$ cat config.mk
export PLATFORM = sky130hd
export DESIGN_NAME = cpba_controller
export DESIGN_NICKNAME = d
export VERILOG_FILES = /design/src/cpba_pkg.sv /design/src/cpba_controller.sv
export SDC_FILE = /design/constraint.sdc
export NUM_CORES = 1
export LEC_CHECK = 0
export BUFFER_PORTS_ARGS = -buffer_cell sky130_fd_sc_hd__buf_2
export CAP_MARGIN = 30
export CORE_AREA = 3 3 40 42
export DETAILED_ROUTE_END_ITERATION = 16
export DIE_AREA = 0 0 43 45
export GPL_ROUTABILITY_DRIVEN = 0
export PLACE_DENSITY = 0.78
export SYNTH_ARGS = -nofsm -noshare
export SYNTH_HDL_FRONTEND = slang
export SYNTH_SLANG_ARGS = --single-unit
$ cat constraint.sdc
create_clock -name clock -period 4.4 [get_ports clock]
set_clock_uncertainty 0.15 [all_clocks]
set_input_delay 0.22 -clock clock [delete_from_list [all_inputs] [get_ports clock]]
set_output_delay 0.22 -clock clock [all_outputs]
set_load 0.01 [all_outputs]
$ cat src/cpba_pkg.sv
// ----------------------------------------------------------------------------
// cpba_pkg
// shared types and constants for the contiguous page bitmap allocator
// ----------------------------------------------------------------------------
package cpba_pkg;

   // request and result field widths
   localparam int OPERATION_W  = 1;
   localparam int PAGE_COUNT_W = 13;
   localparam int FREE_BASE_W  = 15;
   localparam int FIRST_PAGE_W = 15;

   // configuration register
   localparam int                CSR_DATA_W    = 32;
   localparam int                CSR_ADDR_W    = 3;
   localparam int                FSL_W         = 10;
   localparam logic              CSR_IDX_FSL   = 1'b0;
   localparam logic [FSL_W-1:0]  FSL_RESET     = 10'd1;

   // request operation codes
   localparam logic OP_ALLOC = 1'b0;
   localparam logic OP_FREE  = 1'b1;

   // which result the datapath stages
   typedef enum logic [1:0] {
      RES_DONE,    // success, page zero
      RES_FAIL,    // failure, page zero
      RES_START,   // success, candidate start page
      RES_CAND     // success, first page of the found run
   } res_kind_type;

   // controller to datapath
   typedef struct packed {
      logic         load_req;
      logic         clear_step;
      logic         div_step;
      logic         free_setup;
      logic         scan_read;
      logic         scan_eval;
      logic         scan_bit;
      logic         set_setup;
      logic         rmw_read;
      logic         rmw_write;
      logic         res_write;
      res_kind_type res_kind;
      logic         rsp_load;
   } cmd_type;

   // datapath to controller
   typedef struct packed {
      logic clear_last;
      logic op_free;
      logic count_zero;
      logic start_oob;
      logic div_last;
      logic free_empty;
      logic scan_end;
      logic line_empty;
      logic line_partial;
      logic run_fits;
      logic bit_found;
      logic bit_last;
      logic rmw_last;
   } sts_type;

endpackage

$ cat src/cpba_controller.sv
// ----------------------------------------------------------------------------
// cpba_controller
// sequencer for clearing, free, allocate scan and bitmap update
// ----------------------------------------------------------------------------
module cpba_controller (
   input  logic              clock,
   input  logic              reset,
   input  logic              req_valid,
   output logic              req_ready,
   output logic              rsp_valid,
   input  logic              rsp_ready,
   output cpba_pkg::cmd_type cmd,
   input  cpba_pkg::sts_type sts
);
   import cpba_pkg::*;

   typedef enum logic [3:0] {
      ST_CLEAR,
      ST_IDLE,
      ST_DECODE,
      ST_DIV,
      ST_FREE_CHK,
      ST_SCAN_RD,
      ST_SCAN_EVAL,
      ST_SCAN_BIT,
      ST_SET,
      ST_RMW_RD,
      ST_RMW_WR,
      ST_DONE
   } state_type;

   state_type state_ff, state_in;
   logic      rsp_valid_ff, rsp_valid_in;
   logic      rsp_free;

   assign req_ready = (state_ff == ST_IDLE);
   assign rsp_valid = rsp_valid_ff;
   assign rsp_free  = !rsp_valid_ff || rsp_ready;

   always_comb begin
      cmd          = '0;
      cmd.res_kind = RES_DONE;
      state_in     = state_ff;
      rsp_valid_in = rsp_valid_ff && !rsp_ready;

      unique case (state_ff)
         ST_CLEAR: begin
            cmd.clear_step = 1'b1;
            if (sts.clear_last) begin
               state_in = ST_IDLE;
            end
         end
         ST_IDLE: begin
            if (req_valid) begin
               cmd.load_req = 1'b1;
               state_in     = ST_DECODE;
            end
         end
         ST_DECODE: begin
            priority if (sts.op_free) begin
               state_in = ST_DIV;
            end else if (sts.count_zero) begin
               cmd.res_write = 1'b1;
               cmd.res_kind  = RES_START;
               state_in      = ST_DONE;
            end else if (sts.start_oob) begin
               cmd.res_write = 1'b1;
               cmd.res_kind  = RES_FAIL;
               state_in      = ST_DONE;
            end else begin
               state_in = ST_SCAN_RD;
            end
         end
         ST_DIV: begin
            cmd.div_step = 1'b1;
            if (sts.div_last) begin
               state_in = ST_FREE_CHK;
            end
         end
         ST_FREE_CHK: begin
            cmd.res_write = 1'b1;
            cmd.res_kind  = RES_DONE;
            if (sts.free_empty) begin
               state_in = ST_DONE;
            end else begin
               cmd.free_setup = 1'b1;
               state_in       = ST_RMW_RD;
            end
         end
         ST_SCAN_RD: begin
            if (sts.scan_end) begin
               cmd.res_write = 1'b1;
               cmd.res_kind  = RES_FAIL;
               state_in      = ST_DONE;
            end else begin
               cmd.scan_read = 1'b1;
               state_in      = ST_SCAN_EVAL;
            end
         end
         ST_SCAN_EVAL: begin
            cmd.scan_eval = 1'b1;
            priority if (sts.line_empty && sts.run_fits) begin
               state_in = ST_SET;
            end else if (sts.line_partial) begin
               state_in = ST_SCAN_BIT;
            end else begin
               state_in = ST_SCAN_RD;
            end
         end
         ST_SCAN_BIT: begin
            cmd.scan_bit = 1'b1;
            priority if (sts.bit_found) begin
               state_in = ST_SET;
            end else if (sts.bit_last) begin
               state_in = ST_SCAN_RD;
            end else begin
               state_in = ST_SCAN_BIT;
            end
         end
         ST_SET: begin
            cmd.set_setup = 1'b1;
            cmd.res_write = 1'b1;
            cmd.res_kind  = RES_CAND;
            state_in      = ST_RMW_RD;
         end
         ST_RMW_RD: begin
            cmd.rmw_read = 1'b1;
            state_in     = ST_RMW_WR;
         end
         ST_RMW_WR: begin
            cmd.rmw_write = 1'b1;
            if (sts.rmw_last) begin
               state_in = ST_DONE;
            end else begin
               state_in = ST_RMW_RD;
            end
         end
         ST_DONE: begin
            if (rsp_free) begin
               cmd.rsp_load = 1'b1;
               rsp_valid_in = 1'b1;
               state_in     = ST_IDLE;
            end
         end
         default: begin
            state_in = ST_CLEAR;
         end
      endcase
   end

   always_ff @(posedge clock) begin
      if (reset) begin
         state_ff     <= ST_CLEAR;
         rsp_valid_ff <= 1'b0;
      end else begin
         state_ff     <= state_in;
         rsp_valid_ff <= rsp_valid_in;
      end
   end

endmodule

; Word-level counts from Yosys, hierarchy flattened
; Index checks and enable logic that the tools add are counted.
[totals]
reg_bits = 5
inputBits = 17
out_inout_bits = 16
word_cells = 61
[op_classes]
n_eq_ne = 15
muxes = 37
n_reduce_logical = 7
[op_table]
columns = operator, count
row1 = one-hot mux 4 bit (12 select lines), 1
row2 = 2-to-1 mux 4 bit, 10
row3 = 2-to-1 mux 1 bit, 17
row4 = "equality test 4 x 3 -> 1 bit, second input constant", 4
row5 = "equality test 4 bit, second input constant", 4
row6 = 2-to-1 mux 3 bit, 4
row7 = one-hot mux 3 bit (4 select lines), 1
row8 = "equality test 4 x 2 -> 1 bit, second input constant", 2
row9 = 2-to-1 mux 2 bit, 4
row10 = "inequality test 2 bit, second input constant", 4
row11 = "equality test 4 x 1 -> 1 bit, second input constant", 1
row12 = zero test 4 bit, 1
row13 = AND reduction 4 bit, 1
row14 = logical AND 1 bit, 2
row15 = zero test 1 bit, 2
row16 = logical OR 1 bit, 1

; Depth between registers and ports, before layout
; Gate-level depths: netlist (run 1).
[depth]
depth_word = 4
depth_mapped = 5
depth_no_buf = 4

; Worst setup path after synthesis (run 1)
; Ideal clock, no wire load.
[synth_path]
kind = register -> output
from = reg state_ff[0]
to = out cmd[13] (netlist bit)
arrival_ns = 1.198
slack_ns = 2.832
path_stages_with_launch = 5
path_cell_list = dfxtp_1 buf_2 nand2_1 nor3_1 and2_1
[synth_rtl]
columns = item, line_no
row1 = start: declaration, cpba_controller.sv:32  ; state_type state_ff, state_in;
row2 = start signal: assignment, cpba_controller.sv:156  ; state_ff <= state_in;
row3 = end: declaration, cpba_controller.sv:12  ; output cpba_pkg::cmd_type cmd,

==> results of run 1 <==
## power by group through the flow
stage / registers, mW / logic (mW) / clock network, mW
3_3_place_gp: 0.0798 / 0.113 / 0
4_1_cts: 0.0797 / 0.114 / 0.0574
6_report: 0.0810 / 0.113 / 0.0532
2_1_floorplan: 0.0613 / 0.0974 / 0
3_5_place_dp: 0.0805 / 0.114 / 0
5_1_grt: 0.0834 / 0.128 / 0.0582
## cell families after synthesis
kind of cell | Yosys count | share of synthesized area [%]
simple gates | 41 | 42.60
compound gates | 22 | 29.39
buf+inv | 8 | 7.972
flops | 5 | 18.22
mux | 1 | 1.822
## state kept, by name (all words and copies together) (netlist names)
register,count
rsp_valid,1
state_ff,4
## area by class of cell
class                   instances  area [sq um]
clock buffers                   4         26.28
repair buffers                 32         160.2
well taps                      15         18.77
flip-flops and latches          5         100.1
inverters                       4         15.01
fillers                       120         559.3
multi-input cells              64         405.4
## worst min-delay path by stage
stage,slack [ns],startpoint,endpoint,cells past startpoint
detailed placement,0.31,reset,rsp_valid,2
global route,0.06,reset,state_ff[0],2
finish,0.05,reset,state_ff[0],2
floorplan,0.14,reset,state_ff[0],1
global placement,0.31,reset,state_ff[0],2
CTS,0.04,reset,state_ff[0],2
## cell usage after synthesis (2+ instances only)
library cell,count
a21o_1,2
a21oi_1,7
a32oi_1,2
and2_1,2
buf_2,2
dfxtp_1,5
inv_1,4
nand2_1,4
nand2b_1,5
nor2_1,8
nor2b_1,2
nor3_1,8
nor4_1,5
o32ai_1,3
## critical path, cell delays in order (launching register included)
cell and delay [ns]:
dfxtp_1 0.61, nand2b_1 0.22, nor4_2 0.32, a21oi_1 0.15, nand2b_1 0.08, buf_2 0.12
## metal layers
| metal | vias up | wire, microns |
|---|---|---|
| met5 | - | 0 |
| met1 | 316 | 702 |
| li1 | 360 | - |
| met4 | 0 | 19 |
| met2 | 42 | 787 |
| met3 | 2 | 160 |
## through the flow
stage	setup WS [ns]	utilization (%)
6_report	2.279	56.48
3_5_place_dp	2.550	54.43
5_1_grt	2.093	56.48
3_3_place_gp	2.552	54.43
2_1_floorplan	2.832	-
4_1_cts	2.281	56.48
==> results.ini, run 1 <==
[place]
io_buffer_count = 32
dp.cells = 120
postPlaceCellArea_sq_um = 699.4
hpwl_microns = 1271

[global_route]
grt_max_degree = 18
antenna_found_initial = 0
grt_pass1_vias = 651
grt_pass1_wl_microns = 2766
grtUsageTotal_pct = 18.89
busiest_layer = met2
grt.overflow.total = 0
grt_use_met3_pct = 3.586
grt_use_met2_pct = 29.64
met1_usage_pct = 23.08

[cts]
htreeDepth = 1
cts_buffer_depth = 2
clkTransAtPathRegs_ns = 0.04
post_cts_resized = 0
cts_tree = done
cts_setup_buffers = 0
cts-hold-fix-buffers = 0
clk-insertion-delay-late_ns = 0.25
cts_made_buffers = 3
cts.sinks = 5
clock_tree.root_cell = clkbuf_4

[power_and_ir_drop]
peakVddDrop_mv = 0.2236
swShare_pct = 43.21
power_mw = 0.2476
leakage_nw = 0.3437
power_frac_clock_pct = 21.5
switching_power_mw = 0.1070
p_comb_share_pct = 45.8
power_density_nw_per_um2 = 341.1
internal_power_mw = 0.1406
pwr-share-seq_pct = 32.7

[yosys]
syn-num-nets = 94
synth_flop_cell = dfxtp_1
synth_area_sq_um = 549.3
synth-edff-count = 0
yosysTopAreaCell = dfxtp_1
synthArstFlopShare_pct = 0
synth_cell_types = 32
yosys_register_bits = 5
ys_seq_area_share_pct = 18.22
avgSynthCellArea_sq_um = 7.133
synthTopCellsByArea = dfxtp_1 (18%), nor3_1 (7.3%), a21oi_1 (6.4%), nand2b_1 (5.7%), nor4_1 (5.7%)
synth_top_area_share_pct = 18.22
synthCells = 77
yosysWarnings = 0

[finish]
final_nets = 127
layout_common_cells = buf_2 (32), nor2_1 (8), nor3_1 (8)
diodes = 0
area_growth_pct = 32.12
mostFrequentLayoutCell = buf_2
drive_above_1_share_pct = 35.78
fin_area_sq_um = 725.7
layout.cells.non_filler = 124

[worst_setup_path]
reg2reg_slack_ns = 2.63
crit_arrival_ns = 1.75
timing.rr.start = state_ff[0]
endpoint_kind = primary output
worst_r2r_path_depth = 4
startpoint = state_ff[1]
crit_end = cmd[3]
rr_endpoint = state_ff[0]
required_ns = 4.03
critPathMaxFanout = 15
path_class = flip-flop to primary output
start_kind = flip-flop

[timing]
finalHoldViolations = 0
tightest_slew_ns = 0.5232
finalSetupViolCount = 0
setup_tns_ns = 0
rsz0062_at_grt = false
hold_slack_ns = 0.05324
slew_headroom_pct = 65.07
fin_crit_ns = 2.121
period_share_pct = 48.21
fmax_mhz = 471.4
drv_slew = 0

[drt]
viasPerCell = 5.806
ant_nets = 0
drc_errors = 0
first_iter_violations = 23
totalWireLength_microns = 1670
firstDrtPassIters = 4
vias = 720
post_drt_wl_per_cell_microns = 13.47

[flow_run]
maxCapViolations = 0

[floorplan]
num_rows = 13
die_x_microns = 43
io_pins = 33
dieArea_sq_um = 1935
core_sq_um = 1285
fp.dieH_microns = 45
start_util_pct = 42.75

[min_path]
hp-class = input port to flip-flop

[outcome]
status = completed

No activity file was read; power rests on OpenSTA's default activity.
==> inputs of run 2 (changes only) <==
--- a/config.mk
+++ b/config.mk
@@ -5,11 +5,12 @@
 export SDC_FILE = /design/constraint.sdc
 export NUM_CORES = 1
 export LEC_CHECK = 0
+export ABC_AREA = 1
 export BUFFER_PORTS_ARGS = -buffer_cell sky130_fd_sc_hd__buf_2
 export CAP_MARGIN = 30
-export CORE_AREA = 3 3 40 42
+export CORE_MARGIN = 3
+export CORE_UTILIZATION = 42
 export DETAILED_ROUTE_END_ITERATION = 16
-export DIE_AREA = 0 0 43 45
 export GPL_ROUTABILITY_DRIVEN = 0
 export PLACE_DENSITY = 0.78
 export SYNTH_ARGS = -nofsm -noshare
==> constraint.sdc (replaced) <==
create_clock -name clock -period 2.15 [get_ports clock]
set_clock_uncertainty 0.15 [all_clocks]
set_input_delay 0.1075 -clock clock [delete_from_list [all_inputs] [get_ports clock]]
set_output_delay 0.1075 -clock clock [all_outputs]
set_load 0.01 [all_outputs]
==> run 2 against run 1 <==
Against the previous run:
- global-route usage shrank 0.39 points
- final cell count grew 23%
- final area grew 7.8%
- register-to-register slack lost 1.9 ns
- largest power group unchanged
- largest cell class unchanged
- non-clock buffer count grew 1
- critical path depth grew 1
- die area shrank 5.4%
==> results.ini, run 2 <==
[finish]
layout_common_cells = buf_2 (32), nand2_1 (24), nor2_1 (20)
mostFrequentLayoutCell = buf_2
num-fill-cells = 123  ; +2.5%
diodes = 0  ; unchanged
layout.cells.non_filler = 152  ; +23%
fin_util_pct = 65.93  ; +9.5 points
fin_area_sq_um = 782.0  ; +7.8%
final_nets = 156  ; +23%
area_growth_pct = 37.67
top_register = state_ff
drive_above_1_share_pct = 36.96  ; +1.2 points
largest_reg_flops = 4  ; unchanged

[worst_setup_path]
path_cells = nor2_1, inv_1, nor2_1, inv_1, o31ai_1, buf_2
crit_buf_inv = 3  ; +2
reg2reg_slack_ns = 0.71  ; -1.92 ns
rr_endpoint = state_ff[1]
path_class = flip-flop to primary output
crit_arrival_ns = 1.50  ; -0.25 ns
crit_slowest_cell = dfxtp_1
critPathTopFamily = simple AND/OR/NAND/NOR gates
required_ns = 1.89  ; -2.14 ns
max_stage_delay_ns = 0.38  ; -0.23 ns
timing.rr.start = state_ff[1]
endpoint_kind = primary output
critPathMaxFanout = 7  ; -8
cp.depth = 6  ; +1
start_kind = flip-flop
worst_r2r_path_depth = 7  ; +3

[timing]
slew_headroom_pct = 81.53  ; +16 points
hold_slack_ns = 0.02063  ; -0.03261 ns
setup_tns_ns = 0  ; unchanged
fmax_mhz = 568.3
worst_slack_ns = 0.3905  ; -1.888 ns
period_share_pct = 81.84
drv_slew = 0  ; unchanged
finalHoldViolations = 0  ; unchanged
fin_crit_ns = 1.760
tightest_slew_ns = 0.2767  ; -0.2465 ns
rsz0062_at_grt = false
finalSetupViolCount = 0  ; unchanged

[floorplan]
num_rows = 12  ; -1
fp.dieH_microns = 42.78  ; -4.9%
die_x_microns = 42.78  ; -0.52%
dieArea_sq_um = 1830  ; -5.4%
io_pins = 33  ; unchanged
start_util_pct = 47.89  ; +5.1 points
core_sq_um = 1186  ; -7.7%

[cts]
cts_setup_buffers = 0  ; unchanged
cts.sinks = 5  ; unchanged
cts-hold-fix-buffers = 1  ; +1
cts_tree = done
clk-insertion-delay-late_ns = 0.25  ; about the same
cts_made_buffers = 3  ; unchanged
clock_tree.root_cell = clkbuf_4
cts_buffer_depth = 2  ; unchanged
clkTransAtPathRegs_ns = 0.05  ; about the same
htreeDepth = 1  ; unchanged
post_cts_resized = 0  ; unchanged

[yosys]
yosys_register_bits = 5  ; unchanged
synthTopCellsByCount = nand2_1 (24), nor2_1 (20), inv_1 (11)
synth_top_area_share_pct = 17.62  ; -0.60 points
yosysTopAreaCell = dfxtp_1
synthTopCellsByArea = dfxtp_1 (18%), nand2_1 (16%), nor2_1 (13%), inv_1 (7.3%), nand2_2 (6.6%)
synth_flop_cell = dfxtp_1
synthArstFlopShare_pct = 0  ; unchanged
synth-edff-count = 0  ; unchanged
synth_area_sq_um = 568.0  ; +3.4%
synth.most_common_cell = nand2_1
syn-num-nets = 118  ; +26%
yosysWarnings = 0  ; unchanged
synthCells = 101  ; +31%
avgSynthCellArea_sq_um = 5.624  ; -21%
ys_seq_area_share_pct = 17.62  ; -0.60 points
synth_cell_types = 19  ; -41%

[drt]
firstDrtPassIters = 4  ; unchanged
viasPerCell = 5.118  ; -12%
totalWireLength_microns = 1634  ; -2.2%
drc_errors = 0  ; unchanged
vias = 778  ; +8.1%
first_iter_violations = 20  ; -13%
ant_nets = 0  ; unchanged
post_drt_wl_per_cell_microns = 10.75  ; -20%

[place]
hpwl_microns = 1365  ; +7.4%
postPlaceCellArea_sq_um = 745.7  ; +6.6%
dp.cells = 147  ; +23%
io_buffer_count = 32  ; unchanged
place_ws_ns = 0.6986  ; -1.851 ns

[global_route]
grt.overflow.total = 0  ; unchanged
antenna_found_initial = 0  ; unchanged
grt_pass1_wl_microns = 2539  ; -8.2%
grtUsageTotal_pct = 18.50  ; -0.39 points
grt_max_degree = 8  ; -10
grt_pass1_vias = 684  ; +5.1%

[min_path]
min_to = rsp_valid
holdCritStartpoint = rsp_ready
hp-class = input port to flip-flop
hold-path-cell-count = 4  ; +2

[power_and_ir_drop]
leakage_nw = 0.4317  ; +26%
peakVddDrop_mv = 0.5563  ; +150%
power_density_nw_per_um2 = 914.0  ; +170%
power_mw = 0.7148  ; +190%

[flow_run]
maxCapViolations = 0  ; unchanged

[outcome]
status = completed

## run 2: per-layer routing
layer | track usage [%] | routed length [microns] | vias up
met2 | 30.24 | 764 | 38
met3 | 7.627 | 161 | 6
met4 | 9.317 | 39 | 0
met1 | 20.20 | 669 | 335
met5 | 0 | 0 | -
li1 | - | - | 399
## run 2: worst min-delay path: stages
cell,delay [ns]
buf_2,0.07
nor2_1,0.05
nor2_1,0.10
nor2_1,0.04
## run 2: cell type report
cell class              instances  area, sq um  area share, %
multi-input cells              82        415.4          53.12
repair buffers                 33        170.2          21.76
flip-flops and latches          5        100.1          12.80
inverters                      14        52.55          6.720
clock buffers                   4        26.28          3.360
well taps                      14        17.52          2.240
## run 2: kinds of logic (layout without fill, tap and decap cells)
logic type | count (synthesis) | in the layout | synth area share (%)
compound gates | 12 | 12 | 13.22
simple gates | 70 | 70 | 59.91
flops | 5 | 5 | 17.62
buf+inv | 14 | 51 | 9.251
## run 2: how the worst max path moves through the flow
stage / slack [ns] / endpoint / from
finish: 0.39 / cmd[2] / state_ff[0]
CTS: 0.43 / cmd[2] / state_ff[0]
global route: 0.32 / cmd[2] / state_ff[0]
floorplan: 0.81 / state_ff[0] / state_ff[0]
detailed placement: 0.70 / cmd[2] / state_ff[1]
global placement: 0.73 / cmd[2] / state_ff[1]
## run 2: power breakdown
part / total (mW) / internal, mW / switching [mW]
Clock: 0.112 / 0.0703 / 0.0413
Sequential: 0.159 / 0.116 / 0.0438
Combinational: 0.444 / 0.164 / 0.280
Total: 0.715 / 0.350 / 0.365
